==> config.mk <==
export PLATFORM = sky130hd
export DESIGN_NAME = label_map_corner_marker_unit
export DESIGN_NICKNAME = d
export VERILOG_FILES = /design/src/hdl/lmcm_pkg.sv /design/src/hdl/lmcm_ram.sv /design/src/hdl/lmcm_datapath.sv /design/src/hdl/lmcm_ctrl.sv /design/src/hdl/label_map_corner_marker_unit.sv
export SDC_FILE = /design/constraint.sdc
export NUM_CORES = 1
export LEC_CHECK = 0
export BUFFER_PORTS_ARGS = -buffer_cell sky130_fd_sc_hd__buf_2
export CAP_MARGIN = 20
export CORE_MARGIN = 3
export CORE_UTILIZATION = 37
export CTS_CLUSTER_DIAMETER = 60
export DETAILED_ROUTE_END_ITERATION = 16
export GPL_TIMING_DRIVEN = 0
export HOLD_SLACK_MARGIN = 0.15
export MAX_ROUTING_LAYER = met4
export PLACE_DENSITY = 0.54
export RECOVER_POWER = 100
export REMOVE_ABC_BUFFERS = 1
export SYNTH_ARGS = -nofsm -noshare
export SYNTH_HDL_FRONTEND = slang
export SYNTH_SLANG_ARGS = --single-unit
==> constraint.sdc <==
create_clock -name clk_i -period 3.4 [get_ports clk_i]
set_input_delay 0.17 -clock clk_i [delete_from_list [all_inputs] [get_ports clk_i]]
set_output_delay 0.17 -clock clk_i [all_outputs]
set_load 0.01 [all_outputs]
==> src/hdl/lmcm_pkg.sv <==
// Package with shared constants and the controller-to-datapath command type.
package lmcm_pkg;

  localparam int SIDE = 32;
  localparam int POS_W = $clog2(SIDE);
  localparam int DATA_W = 8;
  localparam int ENT_W = 3 * DATA_W;
  localparam logic [POS_W-1:0] LAST_POS = POS_W'(SIDE - 1);

  typedef struct packed {
    logic             load;
    logic             wr_en;
    logic [POS_W-1:0] waddr;
    logic             rd_en;
    logic [POS_W-1:0] raddr;
    logic             shift;
    logic             emit;
    logic             en_up;
    logic             en_down;
    logic             en_left;
    logic             en_right;
    logic             last;
  } lmcm_cmd_t;

endpackage

==> src/hdl/lmcm_ram.sv <==
// Generic single-port-write, single-port-read RAM with registered read data.
module lmcm_ram #(
  parameter int WIDTH = 8,
  parameter int DEPTH = 32
) (
  input  logic                     clk_i,
  input  logic                     we_i,
  input  logic [$clog2(DEPTH)-1:0] waddr_i,
  input  logic [WIDTH-1:0]         wdata_i,
  input  logic                     re_i,
  input  logic [$clog2(DEPTH)-1:0] raddr_i,
  output logic [WIDTH-1:0]         rdata_o
);

  logic [WIDTH-1:0] mem_q [DEPTH];
  logic [WIDTH-1:0] rdata_q;

  always_ff @(posedge clk_i) begin
    if (we_i) begin
      mem_q[waddr_i] <= wdata_i;
    end
    if (re_i) begin
      rdata_q <= mem_q[raddr_i];
    end
  end

  assign rdata_o = rdata_q;

endmodule

==> src/hdl/lmcm_datapath.sv <==
// Datapath: line memory, neighbor window, corner test and output word register.
module lmcm_datapath (
  input  logic                              clk_i,
  input  logic                              rst_ni,
  input  lmcm_pkg::lmcm_cmd_t               cmd_i,
  input  logic                              cfg_we_i,
  input  logic [lmcm_pkg::DATA_W-1:0]       cfg_wdata_i,
  input  logic [lmcm_pkg::DATA_W-1:0]       label_i,
  input  logic [lmcm_pkg::DATA_W-1:0]       base_value_i,
  output logic [lmcm_pkg::DATA_W-1:0]       out_value_o,
  output logic                              is_corner_o,
  output logic                              frame_last_o
);

  logic [lmcm_pkg::DATA_W-1:0] mark_q;
  logic [lmcm_pkg::DATA_W-1:0] cur_q;
  logic [lmcm_pkg::DATA_W-1:0] left_q;
  logic [lmcm_pkg::DATA_W-1:0] mid_q;
  logic [lmcm_pkg::DATA_W-1:0] up_q;
  logic [lmcm_pkg::DATA_W-1:0] base_q;
  logic [lmcm_pkg::DATA_W-1:0] out_value_q;
  logic                        is_corner_q;
  logic                        frame_last_q;
  logic [lmcm_pkg::ENT_W-1:0]  wdata;
  logic [lmcm_pkg::ENT_W-1:0]  rdata;
  logic [lmcm_pkg::DATA_W-1:0] rd_base;
  logic [lmcm_pkg::DATA_W-1:0] rd_label;
  logic [lmcm_pkg::DATA_W-1:0] rd_up;
  logic                        vert;
  logic                        horz;
  logic                        corner;

  // Each entry holds a column's base value, its label, and the label one row above.
  assign wdata = {base_value_i, label_i, mid_q};
  assign {rd_base, rd_label, rd_up} = rdata;

  lmcm_ram #(
    .WIDTH(lmcm_pkg::ENT_W),
    .DEPTH(lmcm_pkg::SIDE)
  ) u_line_ram (
    .clk_i  (clk_i),
    .we_i   (cmd_i.wr_en),
    .waddr_i(cmd_i.waddr),
    .wdata_i(wdata),
    .re_i   (cmd_i.rd_en),
    .raddr_i(cmd_i.raddr),
    .rdata_o(rdata)
  );

  assign vert = (cmd_i.en_up && (up_q != mid_q)) || (cmd_i.en_down && (cur_q != mid_q));
  assign horz = (cmd_i.en_left && (left_q != mid_q)) ||
                (cmd_i.en_right && (rd_label != mid_q));
  assign corner = vert && horz;

  always_ff @(posedge clk_i or negedge rst_ni) begin
    if (!rst_ni) begin
      mark_q <= '0;
    end else if (cfg_we_i) begin
      mark_q <= cfg_wdata_i;
    end
  end

  always_ff @(posedge clk_i) begin
    if (cmd_i.load) begin
      cur_q <= label_i;
    end
    if (cmd_i.emit) begin
      out_value_q  <= corner ? mark_q : base_q;
      is_corner_q  <= corner;
      frame_last_q <= cmd_i.last;
    end
    if (cmd_i.shift) begin
      left_q <= mid_q;
      mid_q  <= rd_label;
      up_q   <= rd_up;
      base_q <= rd_base;
    end
  end

  assign out_value_o  = out_value_q;
  assign is_corner_o  = is_corner_q;
  assign frame_last_o = frame_last_q;

endmodule

==> src/hdl/lmcm_ctrl.sv <==
// Controller: raster counters, end-of-frame flush sequencing and handshakes.
module lmcm_ctrl (
  input  logic                clk_i,
  input  logic                rst_ni,
  input  logic                in_valid_i,
  output logic                in_ready_o,
  output logic                out_valid_o,
  input  logic                out_ready_i,
  output lmcm_pkg::lmcm_cmd_t cmd_o
);

  typedef enum logic [1:0] {
    S_IDLE,
    S_PROC,
    S_FREAD,
    S_FEMIT
  } state_e;

  state_e                     state_q, state_d;
  logic [lmcm_pkg::POS_W-1:0] row_q, row_d;
  logic [lmcm_pkg::POS_W-1:0] col_q, col_d;
  logic [lmcm_pkg::POS_W-1:0] flush_q, flush_d;
  logic                       out_valid_q, out_valid_d;
  logic                       slot_free;
  logic [lmcm_pkg::POS_W-1:0] next_col;
  logic [lmcm_pkg::POS_W-1:0] next_flush;
  lmcm_pkg::lmcm_cmd_t        cmd;

  assign slot_free  = !out_valid_q || out_ready_i;
  assign next_col   = (col_q == lmcm_pkg::LAST_POS) ? '0 : col_q + 1'b1;
  assign next_flush = (flush_q == lmcm_pkg::LAST_POS) ? '0 : flush_q + 1'b1;

  always_comb begin
    cmd     = '0;
    state_d = state_q;
    row_d   = row_q;
    col_d   = col_q;
    flush_d = flush_q;
    case (state_q)
      S_IDLE: begin
        cmd.waddr = col_q;
        cmd.raddr = next_col;
        if (in_valid_i) begin
          cmd.load  = 1'b1;
          cmd.wr_en = 1'b1;
          cmd.rd_en = 1'b1;
          state_d   = S_PROC;
        end
      end
      S_PROC: begin
        cmd.en_up    = (row_q > lmcm_pkg::POS_W'(1));
        cmd.en_down  = 1'b1;
        cmd.en_left  = (col_q != '0);
        cmd.en_right = (col_q != lmcm_pkg::LAST_POS);
        if (slot_free) begin
          cmd.shift = 1'b1;
          cmd.emit  = (row_q != '0);
          if (col_q == lmcm_pkg::LAST_POS) begin
            col_d = '0;
            if (row_q == lmcm_pkg::LAST_POS) begin
              row_d   = '0;
              flush_d = '0;
              state_d = S_FREAD;
            end else begin
              row_d   = row_q + 1'b1;
              state_d = S_IDLE;
            end
          end else begin
            col_d   = col_q + 1'b1;
            state_d = S_IDLE;
          end
        end
      end
      S_FREAD: begin
        cmd.rd_en = 1'b1;
        cmd.raddr = next_flush;
        state_d   = S_FEMIT;
      end
      S_FEMIT: begin
        cmd.en_up    = 1'b1;
        cmd.en_left  = (flush_q != '0);
        cmd.en_right = (flush_q != lmcm_pkg::LAST_POS);
        cmd.last     = (flush_q == lmcm_pkg::LAST_POS);
        if (slot_free) begin
          cmd.shift = 1'b1;
          cmd.emit  = 1'b1;
          if (flush_q == lmcm_pkg::LAST_POS) begin
            state_d = S_IDLE;
          end else begin
            flush_d = flush_q + 1'b1;
            state_d = S_FREAD;
          end
        end
      end
      default: begin
        state_d = S_IDLE;
      end
    endcase
    out_valid_d = out_valid_q && !out_ready_i;
    if (cmd.emit) begin
      out_valid_d = 1'b1;
    end
  end

  always_ff @(posedge clk_i or negedge rst_ni) begin
    if (!rst_ni) begin
      state_q     <= S_IDLE;
      row_q       <= '0;
      col_q       <= '0;
      flush_q     <= '0;
      out_valid_q <= 1'b0;
    end else begin
      state_q     <= state_d;
      row_q       <= row_d;
      col_q       <= col_d;
      flush_q     <= flush_d;
      out_valid_q <= out_valid_d;
    end
  end

  assign in_ready_o  = (state_q == S_IDLE);
  assign out_valid_o = out_valid_q;
  assign cmd_o       = cmd;

endmodule

==> src/hdl/label_map_corner_marker_unit.sv <==
// Top level of the label-map corner marker: controller, datapath and checks.
//
// A square label map and its base map enter in raster order, one pixel pair per
// input word on a valid/ready channel. Each result word carries the output byte
// (the mark code at corner pixels, otherwise the base byte), a corner flag and
// a frame-last flag. The mark code is written through cfg_we_i/cfg_wdata_i.
// Each input word is stored while the line memory is read, then a pixel is
// evaluated. Results trail the inputs by one row: the word for pixel p is
// evaluated and registered after pixel p plus one row is accepted, once the
// result register is free. The first row of a frame gives no result. After
// the last pixel of the frame the block emits the whole last row, each result
// through a read state and an emit state, and takes no input during that
// flush. A result register holds each word until it is taken; while the
// receiver stalls the block may store an input word but then waits before
// evaluating it, without dropping anything. Reset clears the raster position,
// the mark code and the handshake state; the line memory needs no clearing.
module label_map_corner_marker_unit (
  input  logic                        clk_i,
  input  logic                        rst_ni,
  input  logic                        cfg_we_i,
  input  logic [lmcm_pkg::DATA_W-1:0] cfg_wdata_i,
  input  logic                        in_valid_i,
  output logic                        in_ready_o,
  input  logic [lmcm_pkg::DATA_W-1:0] label_i,
  input  logic [lmcm_pkg::DATA_W-1:0] base_value_i,
  output logic                        out_valid_o,
  input  logic                        out_ready_i,
  output logic [lmcm_pkg::DATA_W-1:0] out_value_o,
  output logic                        is_corner_o,
  output logic                        frame_last_o
);

  lmcm_pkg::lmcm_cmd_t cmd;

  lmcm_ctrl u_ctrl (
    .clk_i      (clk_i),
    .rst_ni     (rst_ni),
    .in_valid_i (in_valid_i),
    .in_ready_o (in_ready_o),
    .out_valid_o(out_valid_o),
    .out_ready_i(out_ready_i),
    .cmd_o      (cmd)
  );

  lmcm_datapath u_datapath (
    .clk_i       (clk_i),
    .rst_ni      (rst_ni),
    .cmd_i       (cmd),
    .cfg_we_i    (cfg_we_i),
    .cfg_wdata_i (cfg_wdata_i),
    .label_i     (label_i),
    .base_value_i(base_value_i),
    .out_value_o (out_value_o),
    .is_corner_o (is_corner_o),
    .frame_last_o(frame_last_o)
  );

  // An accepted word is processed before the next one is taken.
  a_one_at_a_time: assert property (@(posedge clk_i) disable iff (!rst_ni)
    (in_valid_i && in_ready_o) |=> !in_ready_o)
    else $error("input accepted while a word is still in process");

  // The line memory is never written and read at the same entry.
  a_no_collision: assert property (@(posedge clk_i) disable iff (!rst_ni)
    (cmd.wr_en && cmd.rd_en) |-> (cmd.waddr != cmd.raddr))
    else $error("line memory read and write collide");

  // The frame's final result appears at the output right after it is evaluated.
  a_last_shown: assert property (@(posedge clk_i) disable iff (!rst_ni)
    (cmd.emit && cmd.last) |=> (out_valid_o && frame_last_o))
    else $error("final result of the frame not presented");

  // A new result is only produced into a free output register.
  a_no_overwrite: assert property (@(posedge clk_i) disable iff (!rst_ni)
    cmd.emit |-> (!out_valid_o || out_ready_i))
    else $error("result register overwritten before it was taken");

endmodule
==> impl_metrics.yaml <==
status:
  outcome: "complete, but fails checks"
  violations: "capacitance limit, slew limit, setup timing"
clock_network:
  clk_pin_slew_ps: 70
  clockRootBuffer: "clkbuf_16"
  numCtsBuffers: 89
  cts_sinks: 868
  cts_htree_levels: 3
  cts_tree: "yes"
  cts_buffer_depth: 3
  clkLatencyLatePin_ps: 650
synth:
  synth-xor-area-share_pct: 0.872
  synth_edf_count: 842
  yosysUniqueCellTypes: 54
  synth_ff_type: "edfxtp_1"
  synth_top_cell_by_area: "edfxtp_1"
  ys_top_cells_by_area: "edfxtp_1 74%, nand2_1 6.0%, nand3_1 2.3%, a31oi_1 2.2%, mux2i_1 2.2%"
  synth_fa_ha_area_share_pct: 0.366
  ys_ff_latch: 868
  synthCells: 2333
  async_flop_share_pct: 3.00
  yosys.area_share.simple_pct: 11.3
  syn_area_mm2: 0.0342
  synth.most_common_cell: "edfxtp_1"
  synth.area.mux_share_pct: 2.89
  syn_area_per_cell_um2: 14.6
  yosys_warnings: 0
  yosysTopAreaCellShare_pct: 74.0
  yosysSeqAreaShare_pct: 75.9
  synth-compound-area-share_pct: 6.22
  synth_top_family_by_area: "simple AND/OR/NAND/NOR gates"
  synth_common_cells: "842 x edfxtp_1, 549 x nand2_1, 154 x nand3_1"
global_route:
  grt_pass1_wl_mm: 146
  grt_pass1_vias: 20900
  gr-total-overflow: 0
  grt.total_usage_pct: 21.7
  grt_max_degree: 65
  antenna_found_initial: 5
floorplanning:
  rows: 110
  fp.coreArea_mm2: 0.0908
  ios: 41
  start_util_pct: 37.6
  die_height_um: 310
  die_area_mm2: 0.0960
  die_x_um: 310
timing:
  hold_viol_final: 0
  worst_pin_slew_ps: 1820
  fmax_ghz: 0.294
  fin_crit_ps: 3400
  fin_skew_ps: 22.4
  setup_viol: 1
  fin_hold_ws_ps: 385
  slew_headroom_pct: -21.5
  slew_viol_final: 87
  worst_slack_ps: -4.64
  finalCritPeriodShare_pct: 100
min_path:
  whs_path_depth: 4
  hold_path.class: "in -> reg"
pwr:
  power_mw: 37.6
  power_density_mw_per_mm2: 921
  power.leakage_nw: 13.6
  ir_drop_mv: 0.862
route:
  drt-vias-per-instance: 5.76
  via_count: 21700
  first_iter_violations: 2564
  wl_per_cell_um: 27.0
  dr.pass1.iters: 6
  drt_wl_total_mm: 102
  drc_errors: 0
  drtAntennaViolNets: 0
placement:
  dp_hpwl_mm: 54.1
  post-place-ws_ps: -1430
  gp_congestion: 0.777
  io_buffers: 40
critical_path:
  crit_arrival_ps: 3790
  cp_slowest_stage_delay_ps: 440
  path_class: "reg -> reg"
  critPathLaunchType: "flip-flop"
  cp_max_fo: 25
  crit_path_end_kind: "flip-flop"
  crit_required_ps: 3780
  cp_slowest_cell: "dfrtp_2"
  path_cells: "ha_1 -> and3_1 -> ha_2 -> or3_1 -> a21oi_4 -> nor2b_4 -> buf_12 -> buf_16 -> a32oi_1 -> a31oi_2 -> nor4_4"
  rr_worst_depth: 11
flow_run:
  cap_violations: 3
final_layout:
  area_growth_pct: 19.6
  nFillCells: 7862
  drive_gt1_share_pct: 14.9
  utilization_pct: 45.0
  layout.nets: 2550
critical path, delay by kind of cell (launching register included):
family	cells	cell delay, ps
AOI/OAI and AO/OA	3	740
buffers and inverters	2	470
and+or+nand+nor	4	940
DFF	1	440
adders and majority gates	2	500
registers in the layout, indices dropped and copies added, names as in the netlist, 2 cells and up:
signal,cells
u_ctrl.flush_q,5
u_datapath.u_line_ram.rdata_o,24
u_datapath.base_q,8
u_ctrl.state_q,2
u_datapath.up_q,8
u_datapath.cur_q,8
u_datapath.out_value_o,8
u_datapath.u_line_ram.mem_q,768
u_datapath.mark_q,8
u_ctrl.row_q,5
u_datapath.mid_q,8
u_ctrl.col_q,5
u_datapath.left_q,8
routing by layer:
layer	vias up	part of all wire [%]	GRT usage, %
met3	297	8.7	3.99
met4	0	4.4	8.18
met5	-	0	-
met1	11000	43	30.2
li1	9239	-	-
met2	1132	44	31.6
repair_timing:
action | in CTS | in global routing
buffers inserted | 68 | 11
pin swaps | 39 | 11
hold buffers | 38 | 0
hold endpoints to repair | 559 | 0
endpoints found under the setup margin | 800 | 106
gates resized for setup | 33 | 27
gates cloned | 16 | 2
layout by cell type, fill, tap and decap left out, drive strengths merged, types with 2 or more instances in the layout:
cell type	netlist	layout
a211oi	50	50
a21oi	4	4
a31oi	122	122
a32oi	72	72
and2	2	3
and3	53	53
and3b	2	2
buf	87	112
bufbuf	0	5
bufinv	0	8
clkbuf	59	179
clkinv	0	41
dfrtp	26	26
dlygate4sd3	0	37
edfxtp	842	842
ha	10	10
inv	13	18
mux2	20	20
mux2i	76	76
nand2	550	552
nand2b	6	6
nand3	154	154
nand4	6	6
nor2	45	46
nor2b	7	8
nor3	2	2
nor4	31	31
o21ai	12	12
o21bai	2	2
o22ai	25	25
o32a	1	2
or2	2	2
or3	2	2
or3b	3	4
xnor2	10	10
xor2	24	24
power by group:
group / total, mW / leakage (nW) / internal (mW) / switching [mW]
sequential: 13.8 / 7.92 / 13.2 / 0.636
clock: 9.58 / 1.41 / 5.52 / 4.06
combinational: 14.2 / 4.28 / 5.07 / 9.17
cell type report:
type                       instances  area, um2  area share, %
antenna                            1       2.50        0.00613
timing repair buffer             226       2650           6.49
clock buffer                     107       2340           5.72
clock inverter                    55        499           1.22
inverter                          13       52.6          0.129
sequential                       868      25900           63.5
multi-input combinational       1313       7900           19.3
tap                             1176       1470           3.60
through the flow:
stage / instance area (um2) / setup TNS [ps] / cells
final: 40900 / -4.64 / 3759
after global routing: 40900 / -66.3 / 3759
after CTS: 41400 / 0 / 3746
after detailed placement: 36700 / -465460 / 3462
after global placement: 35100 / -1886490 / 3403
after floorplan: 33400 / -92940 / 2187
cells by family (layout without fill, tap and decap cells):
logic type | Yosys count | in the layout
xor+xnor | 34 | 34
mux | 96 | 96
other cells | 0 | 1
compound gates | 297 | 298
flops | 868 | 868
buf+inv | 159 | 401
simple gates | 869 | 875
fa+ha+maj | 10 | 10
path summary, 6_finish.rpt:
kind                                                        start                                to  slack [ps]
worst max-delay path                              u_ctrl.col_q[1]  u_datapath.u_line_ram.rdata_o[9]          -5
worst min-delay path                                  out_ready_i                u_ctrl.out_valid_o         390
worst max register to register                    u_ctrl.col_q[1]  u_datapath.u_line_ram.rdata_o[9]          -5
worst min register to register  u_datapath.u_line_ram.rdata_o[19]              u_datapath.base_q[3]         420
max in group asynchronous                                  rst_ni                 u_ctrl.flush_q[0]        1270
min in group asynchronous                                  rst_ni                   u_ctrl.col_q[1]        1090
(Power assumes the default switching activity.)
